===== src/design/scfla_pkg.sv =====
// ----------------------------------------------------------------------------
// scfla_pkg
// Shared constants and the size-class function for the size-class free-list allocator.
// ----------------------------------------------------------------------------
`default_nettype none
package scfla_pkg;
  localparam int FREE_ENTRIES = 32;
  localparam int USED_ENTRIES = 32;
  localparam int ADDR_BITS    = 20;

  localparam logic [2:0] ST_OK       = 3'd0;
  localparam logic [2:0] ST_ZERO     = 3'd1;
  localparam logic [2:0] ST_OOM      = 3'd2;
  localparam logic [2:0] ST_UNKNOWN  = 3'd3;
  localparam logic [2:0] ST_FULL     = 3'd4;
  localparam logic [2:0] ST_TOOLARGE = 3'd5;

  localparam logic CFG_FIT_MODE   = 1'b0;
  localparam logic CFG_HEAP_LIMIT = 1'b1;

  function automatic logic [9:0] class_of(input logic [11:0] n);
    if (n <= 12'd32)       class_of = 10'd32;
    else if (n <= 12'd64)  class_of = 10'd64;
    else if (n <= 12'd128) class_of = 10'd128;
    else if (n <= 12'd256) class_of = 10'd256;
    else                   class_of = 10'd512;
  endfunction
endpackage
`default_nettype wire


===== src/design/scfla_ram.sv =====
// ----------------------------------------------------------------------------
// scfla_ram
// Generic single-write, single-read RAM with registered read data.
// ----------------------------------------------------------------------------
`default_nettype none
module scfla_ram #(
  parameter int WIDTH = 8,
  parameter int DEPTH = 32
) (
  input  wire                      clk,
  input  wire                      we,
  input  wire  [$clog2(DEPTH)-1:0] waddr,
  input  wire  [WIDTH-1:0]         wdata,
  input  wire  [$clog2(DEPTH)-1:0] raddr,
  output logic [WIDTH-1:0]         rdata
);
  logic [WIDTH-1:0] mem [DEPTH];
  always_ff @(posedge clk) begin
    if (we) mem[waddr] <= wdata;
    rdata <= mem[raddr];
  end
endmodule
`default_nettype wire


===== src/design/size_class_free_list_allocator_top.sv =====
// ----------------------------------------------------------------------------
// size_class_free_list_allocator_top
// Size-class allocator: free table and used table in RAM, scanned one entry
// per cycle by a sequencer.
// ----------------------------------------------------------------------------
// channel  | dir | handshake           | payload
// in       | in  | in_valid/in_stall   | req_type, request_bytes, free_address
// out      | out | out_valid/out_stall | address, granted_bytes, from_heap, status
// cfg      | in  | cfg_we              | cfg_index, cfg_data
// An allocate scans the free table one entry a cycle, and an exact-fit removal
// shifts later entries down, each through a read state and a write state.
// A free scans the used table, one entry a cycle.
// Trivial errors skip the scans. Reset is synchronous; no clearing pass.
// The result waits in an output register; a new item is taken once it drains.
// ----------------------------------------------------------------------------
`default_nettype none
module size_class_free_list_allocator_top #(
  parameter int FREE_ENTRIES = scfla_pkg::FREE_ENTRIES,
  parameter int USED_ENTRIES = scfla_pkg::USED_ENTRIES
) (
  input  wire         clk,
  input  wire         rst,
  input  wire         in_valid,
  output logic        in_stall,
  input  wire         req_type,
  input  wire  [11:0] request_bytes,
  input  wire  [19:0] free_address,
  output logic        out_valid,
  input  wire         out_stall,
  output logic [19:0] address,
  output logic [9:0]  granted_bytes,
  output logic        from_heap,
  output logic [2:0]  status,
  input  wire         cfg_we,
  input  wire         cfg_index,
  input  wire  [20:0] cfg_data
);
  localparam int ADDR_BITS = scfla_pkg::ADDR_BITS;
  localparam int FW = $clog2(FREE_ENTRIES);
  localparam int UW = $clog2(USED_ENTRIES);
  localparam int CW = $clog2(FREE_ENTRIES + 1);
  localparam int UCW = $clog2(USED_ENTRIES + 1);
  localparam int BW = ADDR_BITS + 1;
  localparam logic [BW-1:0] ADDR_SPAN = BW'(1) << ADDR_BITS;

  typedef enum logic [6:0] {
    S_IDLE  = 7'b0000001,
    S_FSCAN = 7'b0000010,
    S_FDEC  = 7'b0000100,
    S_SHIFT = 7'b0001000,
    S_SHWR  = 7'b0010000,
    S_USCAN = 7'b0100000,
    S_OUT   = 7'b1000000
  } state_t;

  state_t state;
  logic fit_mode;
  logic [20:0] heap_limit;
  logic [CW-1:0] free_count;
  logic [BW-1:0] heap_break;
  logic [USED_ENTRIES-1:0] used_valid;

  logic [9:0] cls;
  logic [ADDR_BITS-1:0] req_addr;
  logic [UW-1:0] slot;
  logic [CW-1:0] idx;
  logic [UCW-1:0] uidx;
  logic found;
  logic [FW-1:0] pick;
  logic [9:0] pick_bytes;
  logic [ADDR_BITS-1:0] pick_base;

  // free table RAM {base, bytes}
  logic f_we;
  logic [FW-1:0] f_waddr, f_raddr;
  logic [ADDR_BITS+9:0] f_wdata, f_rdata;
  scfla_ram #(.WIDTH(ADDR_BITS + 10), .DEPTH(FREE_ENTRIES)) u_free (
    .clk(clk), .we(f_we), .waddr(f_waddr), .wdata(f_wdata),
    .raddr(f_raddr), .rdata(f_rdata));

  logic u_we;
  logic [UW-1:0] u_waddr, u_raddr;
  logic [ADDR_BITS+9:0] u_wdata, u_rdata;
  scfla_ram #(.WIDTH(ADDR_BITS + 10), .DEPTH(USED_ENTRIES)) u_used (
    .clk(clk), .we(u_we), .waddr(u_waddr), .wdata(u_wdata),
    .raddr(u_raddr), .rdata(u_rdata));

  logic [ADDR_BITS-1:0] f_rbase;
  logic [9:0] f_rbytes;
  assign f_rbase  = f_rdata[ADDR_BITS+9:10];
  assign f_rbytes = f_rdata[9:0];

  // lowest invalid used slot
  logic have_slot;
  logic [UW-1:0] free_slot;
  always_comb begin
    have_slot = 1'b0;
    free_slot = '0;
    for (int i = USED_ENTRIES - 1; i >= 0; i--) begin
      if (!used_valid[i]) begin
        have_slot = 1'b1;
        free_slot = UW'(i);
      end
    end
  end

  logic [BW-1:0] eff_limit;
  assign eff_limit = (BW'(heap_limit) > ADDR_SPAN) ? ADDR_SPAN : BW'(heap_limit);

  logic accept;
  assign in_stall = (state != S_IDLE);
  assign accept = in_valid && (state == S_IDLE);
  assign out_valid = (state == S_OUT);

  // read address: scanning index or shift source
  always_comb begin
    f_raddr = idx[FW-1:0];
    if (accept) f_raddr = '0;
    u_raddr = uidx[UW-1:0];
    if (accept) u_raddr = '0;
  end

  // a read issued last cycle is present now; ridx and ruidx name its entry
  logic [CW-1:0] ridx;
  logic [UCW-1:0] ruidx;
  logic fit_hit;
  assign fit_hit = (f_rbytes >= cls) && (!found || (fit_mode && f_rbytes < pick_bytes));

  always_comb begin
    f_we = 1'b0;
    f_waddr = pick;
    f_wdata = {pick_base, pick_bytes};
    u_we = 1'b0;
    u_waddr = slot;
    u_wdata = {pick_base, cls};
    unique case (state)
      S_FDEC: begin
        if (found && pick_bytes != cls) begin
          f_we = 1'b1;
          f_wdata = {pick_base + ADDR_BITS'(cls), pick_bytes - cls};
        end
        if (found || (heap_break + BW'(cls) <= eff_limit)) begin
          u_we = 1'b1;
          u_wdata = {found ? pick_base : heap_break[ADDR_BITS-1:0], cls};
        end
      end
      S_SHWR: begin
        f_we = 1'b1;
        f_waddr = FW'(ridx - CW'(1));
        f_wdata = f_rdata;
      end
      S_USCAN: begin
        // u_rdata holds entry ruidx
        if (used_valid[UW'(ruidx)] && u_rdata[ADDR_BITS+9:10] == req_addr
            && free_count < CW'(FREE_ENTRIES)) begin
          f_we = 1'b1;
          f_waddr = FW'(free_count);
          f_wdata = u_rdata;
        end
      end
      default: ;
    endcase
  end

  always_ff @(posedge clk) begin
    if (rst) begin
      state <= S_IDLE;
      fit_mode <= 1'b0;
      heap_limit <= 21'd1048576;
      free_count <= '0;
      heap_break <= '0;
      used_valid <= '0;
    end else begin
      if (cfg_we) begin
        if (cfg_index == scfla_pkg::CFG_FIT_MODE) fit_mode <= cfg_data[0];
        else heap_limit <= cfg_data;
      end
      unique case (state)
        S_IDLE: if (in_valid) begin
          cls <= scfla_pkg::class_of(request_bytes);
          req_addr <= free_address[ADDR_BITS-1:0];
          slot <= free_slot;
          found <= 1'b0;
          address <= '0; granted_bytes <= '0; from_heap <= 1'b0;
          idx <= CW'(1); ridx <= '0;
          uidx <= UCW'(1); ruidx <= '0;
          if (req_type) state <= S_USCAN;
          else if (request_bytes == 12'd0) begin
            status <= scfla_pkg::ST_ZERO; state <= S_OUT;
          end else if (request_bytes > 12'd512) begin
            status <= scfla_pkg::ST_TOOLARGE; state <= S_OUT;
          end else if (!have_slot) begin
            status <= scfla_pkg::ST_FULL; state <= S_OUT;
          end else state <= (free_count == '0) ? S_FDEC : S_FSCAN;
        end
        S_FSCAN: begin
          // f_rdata holds entry ridx
          if (fit_hit) begin
            found <= 1'b1; pick <= FW'(ridx);
            pick_bytes <= f_rbytes; pick_base <= f_rbase;
          end
          if ((fit_hit && !fit_mode) || (found && !fit_mode) || ridx + CW'(1) >= free_count)
            state <= S_FDEC;
          ridx <= ridx + CW'(1);
          if (idx < CW'(FREE_ENTRIES - 1)) idx <= idx + CW'(1);
        end
        S_FDEC: begin
          status <= scfla_pkg::ST_OK;
          state <= S_OUT;
          if (found) begin
            address <= pick_base; granted_bytes <= cls;
            used_valid[slot] <= 1'b1;
            if (pick_bytes == cls) begin
              if (32'(pick) + 1 < 32'(free_count)) begin
                idx <= CW'(pick) + CW'(1);
                state <= S_SHIFT;
              end else free_count <= free_count - CW'(1);
            end
          end else if (heap_break + BW'(cls) <= eff_limit) begin
            address <= heap_break[ADDR_BITS-1:0]; granted_bytes <= cls; from_heap <= 1'b1;
            heap_break <= heap_break + BW'(cls);
            used_valid[slot] <= 1'b1;
          end else status <= scfla_pkg::ST_OOM;
        end
        S_SHIFT: begin
          // issue read of idx, data next cycle
          ridx <= idx;
          state <= S_SHWR;
        end
        S_SHWR: begin
          if (ridx + CW'(1) < free_count) begin
            idx <= ridx + CW'(1);
            state <= S_SHIFT;
          end else begin
            free_count <= free_count - CW'(1);
            state <= S_OUT;
          end
        end
        S_USCAN: begin
          if (used_valid[UW'(ruidx)] && u_rdata[ADDR_BITS+9:10] == req_addr) begin
            state <= S_OUT;
            if (free_count < CW'(FREE_ENTRIES)) begin
              status <= scfla_pkg::ST_OK;
              address <= req_addr; granted_bytes <= u_rdata[9:0];
              free_count <= free_count + CW'(1);
              used_valid[UW'(ruidx)] <= 1'b0;
            end else status <= scfla_pkg::ST_FULL;
          end else if (ruidx == UCW'(USED_ENTRIES - 1)) begin
            status <= scfla_pkg::ST_UNKNOWN;
            state <= S_OUT;
          end
          ruidx <= ruidx + UCW'(1);
          if (uidx < UCW'(USED_ENTRIES - 1)) uidx <= uidx + UCW'(1);
        end
        S_OUT: if (!out_stall) state <= S_IDLE;
        default: state <= S_IDLE;
      endcase
    end
  end
endmodule
`default_nettype wire


===== config.mk =====
export PLATFORM = sky130hd
export DESIGN_NAME = size_class_free_list_allocator_top
export DESIGN_NICKNAME = d
export VERILOG_FILES = /design/src/design/scfla_pkg.sv /design/src/design/scfla_ram.sv /design/src/design/size_class_free_list_allocator_top.sv
export SDC_FILE = /design/constraint.sdc
export NUM_CORES = 2
export LEC_CHECK = 0
export BUFFER_PORTS_ARGS = -buffer_cell sky130_fd_sc_hd__buf_2
export CORE_MARGIN = 2
export CORE_UTILIZATION = 45
export CTS_CLUSTER_SIZE = 10
export DETAILED_ROUTE_END_ITERATION = 6
export PLACE_DENSITY = 0.71
export SYNTH_ARGS = -nofsm -noshare
export SYNTH_HDL_FRONTEND = slang
export SYNTH_SLANG_ARGS = --single-unit

===== constraint.sdc =====
create_clock -name clk -period 9.6 [get_ports clk]
set_input_delay 1.44 -clock clk [delete_from_list [all_inputs] [get_ports clk]]
set_output_delay 1.44 -clock clk [all_outputs]
set_load 0.05 [all_outputs]

; ---- After elaboration in Yosys (flattened, before gate mapping)
; Memories as Yosys holds them, arrays and structs flattened. A register that Yosys moved wholly into a read port is not among the register bits.
; Cells that the tools add are included.
[word_totals]
n_memories = 2
inputBits = 60
ram_bits = 1920
reg_bits = 217
[mem_list]
columns = memory, words, word_bits, rd, rd_ports_with_merged_regs, wr, line_no
row1 = u_free.mem, 32, 30, 1, 1, 1, scfla_ram.sv:17  ; logic [WIDTH-1:0] mem [DEPTH];
row2 = u_used.mem, 32, 30, 1, 1, 1, scfla_ram.sv:17
[op_classes]
n_bitwise = 6
addsub = 12
n_reduce_logical = 48
n_lt_le_gt_ge = 19
eq_ne = 32
n_mux = 160
[op_table]
columns = operator, n
row1 = 32-bit 2-to-1 mux, 4
row2 = 20-bit 2-to-1 mux, 6
row3 = 30-bit 2-to-1 mux, 4
row4 = 7-bit 2-to-1 mux, 14
row5 = 5-bit 2-to-1 mux, 19
row6 = 30-bit case mux with 3 select lines, 1
row7 = 6-bit 2-to-1 mux, 14
row8 = 32-bit case mux with 2 select lines, 1
row9 = 10-bit 2-to-1 mux, 6
row10 = 20-bit case mux with 3 select lines, 1
row11 = 7-bit case mux with 7 select lines, 1
row12 = 1-bit 2-to-1 mux, 48
row13 = 3-bit 2-to-1 mux, 13
row14 = 6-bit case mux with 3 select lines, 2
row15 = "2-bit inequality test, second input constant", 17
row16 = 32-bit bitwise AND, 1
row17 = 4-bit 2-to-1 mux, 8
row18 = 32-bit NOT, 1
row19 = 32-bit bitwise OR, 1
row20 = "6-bit by 1-bit adder with 6-bit output, second input constant", 5
row21 = 10-bit case mux with 3 select lines, 1
row22 = 6-bit case mux with 2 select lines, 2
row23 = 6-bit case mux with 4 select lines, 1
row24 = 21-bit by 10-bit adder with 21-bit output, 1
row25 = 62 further kinds, 105

; ---- Logic depth before layout (Yosys ltp)
[depth]
ltp_word = 38
mapped_depth = 19

; ---- Cells and area by module
; From an unflattened synthesis, not the netlist that was laid out.
[unflattened]
hier_cells = 5659
hier_area_um2 = 89009.1
[by_module_without_submodules]
columns = module, n_inst, seq_area_each_um2, cells_per_inst, area_per_inst_um2
row1 = scfla_ram, 2, 29428.2, 2122, 38059.0
row2 = size_class_free_list_allocator_top, 1, 5385.2, 1415, 12891.1

; ---- Worst setup path after synthesis
; No wires, ideal clock.
[synth_timing]
path_type = reg-to-reg
start = register cls[5]
end = register address[0] (enable)
period_less_slack_ps = 8159
setup_slack_ps = 1441
t_arrival_ps = 7615
path_stages_with_launch = 18
required_ps = 9056
setup_time_ps = 544
path_buffers = 0
path_cell_list = edfxtp_1 -> ha_1 -> fa_1 -> a21o_1 -> a21oi_1 -> nor2b_1 -> o2111a_1 -> and3_1 -> nand3_1 -> xnor2_1 -> ha_1 -> nand4_1 -> nor3_1 -> nand2_1 -> or2_2 -> nand3_1 -> nand2_1 -> a2111oi_0
[synth_between]
elab_chain_cells = 4
[synth_lines]
columns = element, line_no
row1 = start: declaration, size_class_free_list_allocator_top.sv:63  ; logic [9:0] cls;
row2 = start signal: assignment, size_class_free_list_allocator_top.sv:180  ; cls <= scfla_pkg::class_of(request_bytes);
row3 = 21-bit by 10-bit adder with 21-bit output, size_class_free_list_allocator_top.sv:219  ; end else if (heap_break + BW'(cls) <= eff_limit) begin
row4 = 21-bit less-or-equal comparator, size_class_free_list_allocator_top.sv:219
row5 = 3-bit inequality test (no line), --
row6 = 6-bit AND reduction (no line), --
row7 = end signal: assignment, size_class_free_list_allocator_top.sv:211  ; address <= pick_base; granted_bytes <= cls;
row8 = end signal: assignment, size_class_free_list_allocator_top.sv:244  ; address <= req_addr; granted_bytes <= u_rdata[9:0];
row9 = end: declaration, size_class_free_list_allocator_top.sv:30  ; output logic [19:0] address,
; No other way between the ends.
; A chain may end at the register's enable or synchronous reset.

; ---- Worst setup path in the final report
[layout_timing]
start = register cls[5]
end = memory u_used.mem[14][14] in the netlist's numbering, data pin
[layout_between]
elab_chain_cells = 5
[layout_lines]
columns = element, line_no
row1 = 21-bit by 10-bit adder with 21-bit output, size_class_free_list_allocator_top.sv:142  ; if (found || (heap_break + BW'(cls) <= eff_limit)) begin
row2 = 21-bit less-or-equal comparator, size_class_free_list_allocator_top.sv:142
row3 = 1-bit logical OR, size_class_free_list_allocator_top.sv:142
row4 = 30-bit 2-to-1 mux, size_class_free_list_allocator_top.sv:142
row5 = 30-bit 2-to-1 mux, size_class_free_list_allocator_top.sv:136  ; unique case (state)
row6 = named net u_used.wdata[14], scfla_ram.sv:13  ; input wire [WIDTH-1:0] wdata,
row7 = end: declaration, scfla_ram.sv:17
; The timed path passes the listed nets, and every way through them passes these cells.

==> results.txt <==
- In this design, the stage delay of the slowest critical-path cell is 0.98 ns.
- Result of the run: completed
- Fraction of synthesis flops using an asynchronous set or reset pin: 0
- Critical path buffer and inverter count: 2
* Top cell family by delay on the critical path: simple AND/OR/NAND/NOR gates
- Counting along the longest clock path gives a buffer depth of 3.
* Number of storage elements in the synthesis netlist: 2017
- Main synth FF type: edfxtp_1
* Slew Limit Fails: 0
- Synthesis instantiated 92 different standard cells from the library.
- For this run, the share of the core covered by cells in the final layout is 0.511.
- The tree is rooted in a clkbuf_16.
- Number of port buffers: 90
* Unrepaired setup endpoints after global routing: false
- Cell depth of the worst flop-to-flop path: 17
- Entering global routing, the biggest net connects 154 pins.
- Dividing the final minimum period by the clock period gives 0.594.
- Vias in the first global route: 46300
- Detailed routing inserted a total of 46700 vias.
- Prior to clock tree synthesis, the placed netlist has a worst setup slack of 3.97 ns.
- Clock tree from TritonCTS: yes
* Remaining number of nets flagged by the antenna check after routing: 0
- The sequential cells in the finished layout cover a total of 0.0592 mm2.
* Number of violations of the max-capacitance limit: 0
* Die W: 430 um
- Multi-input gate area in the final layout: 0.0219 mm2
- The total overflow left after global routing is 0.
- The final-report hold violation count is 0.
- The number of antenna violations at the first check in global routing is 7.
- In this run the worst path has a maximum fanout of 37.
* Post-synth top area cell: edfxtp_1
- After synthesis, the mean cell area works out to 16.7 um2.
* Num Clock Sinks: 2017
- Final instance area: 0.0924 mm2
- The critical path is of the reg2reg type.
- Along the worst hold path, the cell count comes to 0.
- Later-pin clock latency in the skew report: 0.86 ns
- Headroom to the max-slew limit came out at 0.0931.
* Power density normalized to cell area: 231 mW/mm2
- Required time worst endpoint: 10.08 ns
- Cell area after technology mapping: 0.0818 mm2
- Worst-case hold path end point: pick_base[10]$_DFFE_PP_
- DRT Pass-1 Iters: 5
- Number of post-CTS setup repair buffers: 0
- Maximum level of the CTS H-tree: 4
* Top cells by area, synth: edfxtp_1, mux4_2, mux2i_1
- Summed over all failing endpoints, the final setup total negative slack is 0 ns.
- Area of the die: 0.185 mm2
* Initial standard-cell utilization of the core: 0.452
* Critical-path top delay cell: and2_1
- Resized Gates After CTS: 0
* Detailed placer's ending HPWL: 121000 um
- The filler cells instantiated in the layout total 14300.
- The floorplan has 156 rows.
- Clock skew after layout: 0.0630 ns
- Post-detailed-routing wire length: 215000 um
- Final setup violating endpoints: 0
- At the pin with the least slew margin, the transition time is 1.35 ns.
- Post-synthesis instance total: 4898
- Number of synthesized flops with an enable pin: 1879
- Post-synthesis to final-layout area growth: 13.0%
- First-iteration detailed-routing DRC count: 5543
- Worst EP arrival: 6.18 ns
- Reg-to-reg slack, setup: 3.89 ns
* Hold wc startpoint: u_free.rdata[20]$_DFF_P_
* Final weighted congestion in routability-driven placement: 0.942
* Sequential cell area fraction in the yosys report: 0.724
- Nature of the critical path startpoint: flip-flop
- In this run the standard cell core region covers 0.181 mm2.
- In this run the critical register-to-register path is launched from cls[5]$_SDFFCE_PP1P_.
- After detailed routing, the number of remaining DRC violations is 0.
- The worst setup path is captured at a flip-flop.
- Dividing the detail-routed via count by the number of cells gives 6.13.
- Once routing completed, OpenROAD measured the worst setup slack at 3.89 ns.
- Clock-pin slew reported for the worst setup and hold paths after clock tree synthesis: 0.06 ns
* Portion of synthesized cell area occupied by the leading cell type: 0.690
* Ratio of cells with drive above 1 in the final layout: 0.176
- Worst r2r dst: u_used.mem[14][14]$_DFFE_PP_
- VDD sags by at most 168 uV.
* Hold-fix buffers, CTS: 0
- From bottom edge to top edge, the die measures 430 um.
- The Yosys step of the flow raised 0 warnings.
* Wire length of the first global-routing pass: 312000 um
* Maximum clock rate: 0.175 GHz
* Number of nets in the final layout: 5185
- Cell area reported after detailed placement: 0.0857 mm2
- The analysis attributes to cell leakage a power of 0.0313 uW.
* Final Critical Period: 5.71 ns
- Hold WC Path Type: reg2reg
* Ports placed on the boundary: 96
- Final routed wire length divided by cell count: 28.2 um
* List of cells traversed by the critical path: buf_4 > ha_1 > fa_1 > a21o_1 > a21oi_1 > nor2b_1 > o2111a_1 > and3_1 > nand3_1 > xnor2_1 > ha_1 > nand4_1 > or3_1 > o221a_2 > o21ai_2 > buf_4 > and2_1
- Overall fraction of global-route tracks in use: 0.229
- TritonCTS created 223 clock buffers.
## flip-flops by register name (all words and copies together) (netlist names), 10 cells and up
register / count
u_free.rdata: 30
pick_bytes: 10
heap_limit: 21
heap_break: 16
req_addr: 20
u_free.mem: 960
address: 20
pick_base: 20
u_used.mem: 800
used_valid: 32
u_used.rdata: 25
## metal layers
metal | global-route usage | share of wire | vias to the layer above
li1 | - | - | 19800
met1 | 0.297 | 0.38 | 24100
met2 | 0.383 | 0.49 | 2344
met3 | 0.0376 | 0.081 | 473
met4 | 0.101 | 0.045 | 0
met5 | 0 | 0 | -
## how the worst max path moves through the flow
stage	from	end	slack [ns]	cells past startpoint
finish	cls[5]$_SDFFCE_PP1P_	u_used.mem[14][14]$_DFFE_PP_	3.89	17
global route	cls[5]$_SDFFCE_PP1P_	u_used.mem[24][26]$_DFFE_PP_	3.56	18
CTS	cls[5]$_SDFFCE_PP1P_	u_used.mem[24][26]$_DFFE_PP_	3.91	18
detailed placement	cls[5]$_SDFFCE_PP1P_	u_used.mem[24][14]$_DFFE_PP_	3.97	18
global placement	cls[5]$_SDFFCE_PP1P_	u_used.mem[24][14]$_DFFE_PP_	4.04	18
floorplan	cls[5]$_SDFFCE_PP1P_	address[0]$_DFFE_PP_	1.44	17
## cell type report
cell class,instances,share of cell area
Sequential cell,2017,0.641
Inverter,46,0.00187
Timing Repair Buffer,222,0.0163
Tap cell,2370,0.0321
Antenna cell,4,0.000108
Multi-Input combinational cell,2542,0.237
Clock inverter,20,0.00435
Clock buffer,395,0.0680
## through the flow
stage / power, uW / std cells / hold slack, ns
after floorplan: 12400 / 4902 / 0.408
after global placement: 13600 / 7196 / 0.413
after detailed placement: 13600 / 7196 / 0.416
after CTS: 21400 / 7611 / 0.429
after global routing: 22000 / 7612 / 0.443
final: 21300 / 7616 / 0.435
## worst reg2reg max path: cells and delay by family, from the launching register on
family                     cells  cell delay [ns]
and+or+nand+nor                6             2.10
AOI/OAI and AO/OA              5             1.15
adders and majority gates      3             1.01
buffers and inverters          2             0.63
DFF                            1             0.35
xor gates and xnor gates       1             0.08
## report_power, final
part | switching [uW] | internal [uW] | leakage (uW)
Combinational | 2160 | 1230 | 0.0100
Sequential | 279 | 9830 | 0.0181
Clock | 3380 | 4450 | 0.00316
## cells in the mapped netlist (8+ instances only)
cell type / number
a21o_1: 17
a21oi_1: 130
a221oi_1: 10
a22o_1: 8
a22oi_1: 8
a31oi_1: 83
and2_1: 20
and3_1: 9
buf_1: 55
buf_2: 31
clkbuf_1: 200
dfxtp_1: 138
edfxtp_1: 1879
ha_1: 69
inv_1: 43
mux2_2: 50
mux2i_1: 316
mux4_2: 274
nand2_1: 401
nand2b_1: 18
nand3_1: 84
nand3b_1: 12
nand4_1: 30
nor2_1: 239
nor2b_1: 33
nor3_1: 30
nor4_1: 41
o211ai_1: 93
o21a_1: 8
o21ai_0: 178
o221ai_1: 64
o22a_1: 31
o22ai_1: 65
o31ai_1: 9
xnor2_1: 53
xor2_1: 31
## placed cells by master (no fill, tap or decap), drive strengths merged, types with 20 or more instances in the layout
master,count
a21oi,130
buf,222
nand4,30
xnor2,53
a31oi,83
xor2,31
nor2,247
dfxtp,138
ha,69
nor3,31
nor4,42
o211ai,94
o22a,31
edfxtp,1879
o221ai,64
inv,49
mux4,276
mux2,50
nor2b,33
o21ai,181
o22ai,65
and2,20
clkbuf,395
nand3,84
nand2,402
mux2i,316
## cell families after synthesis
kind of cell | synth area share
mux | 0.122
other cells | 0.0000459
fa+ha+maj | 0.0115
xor+xnor | 0.00900
simple gates | 0.0548
flops | 0.724
compound gates | 0.0623
buf+inv | 0.0169
(Power assumes the default switching activity.)
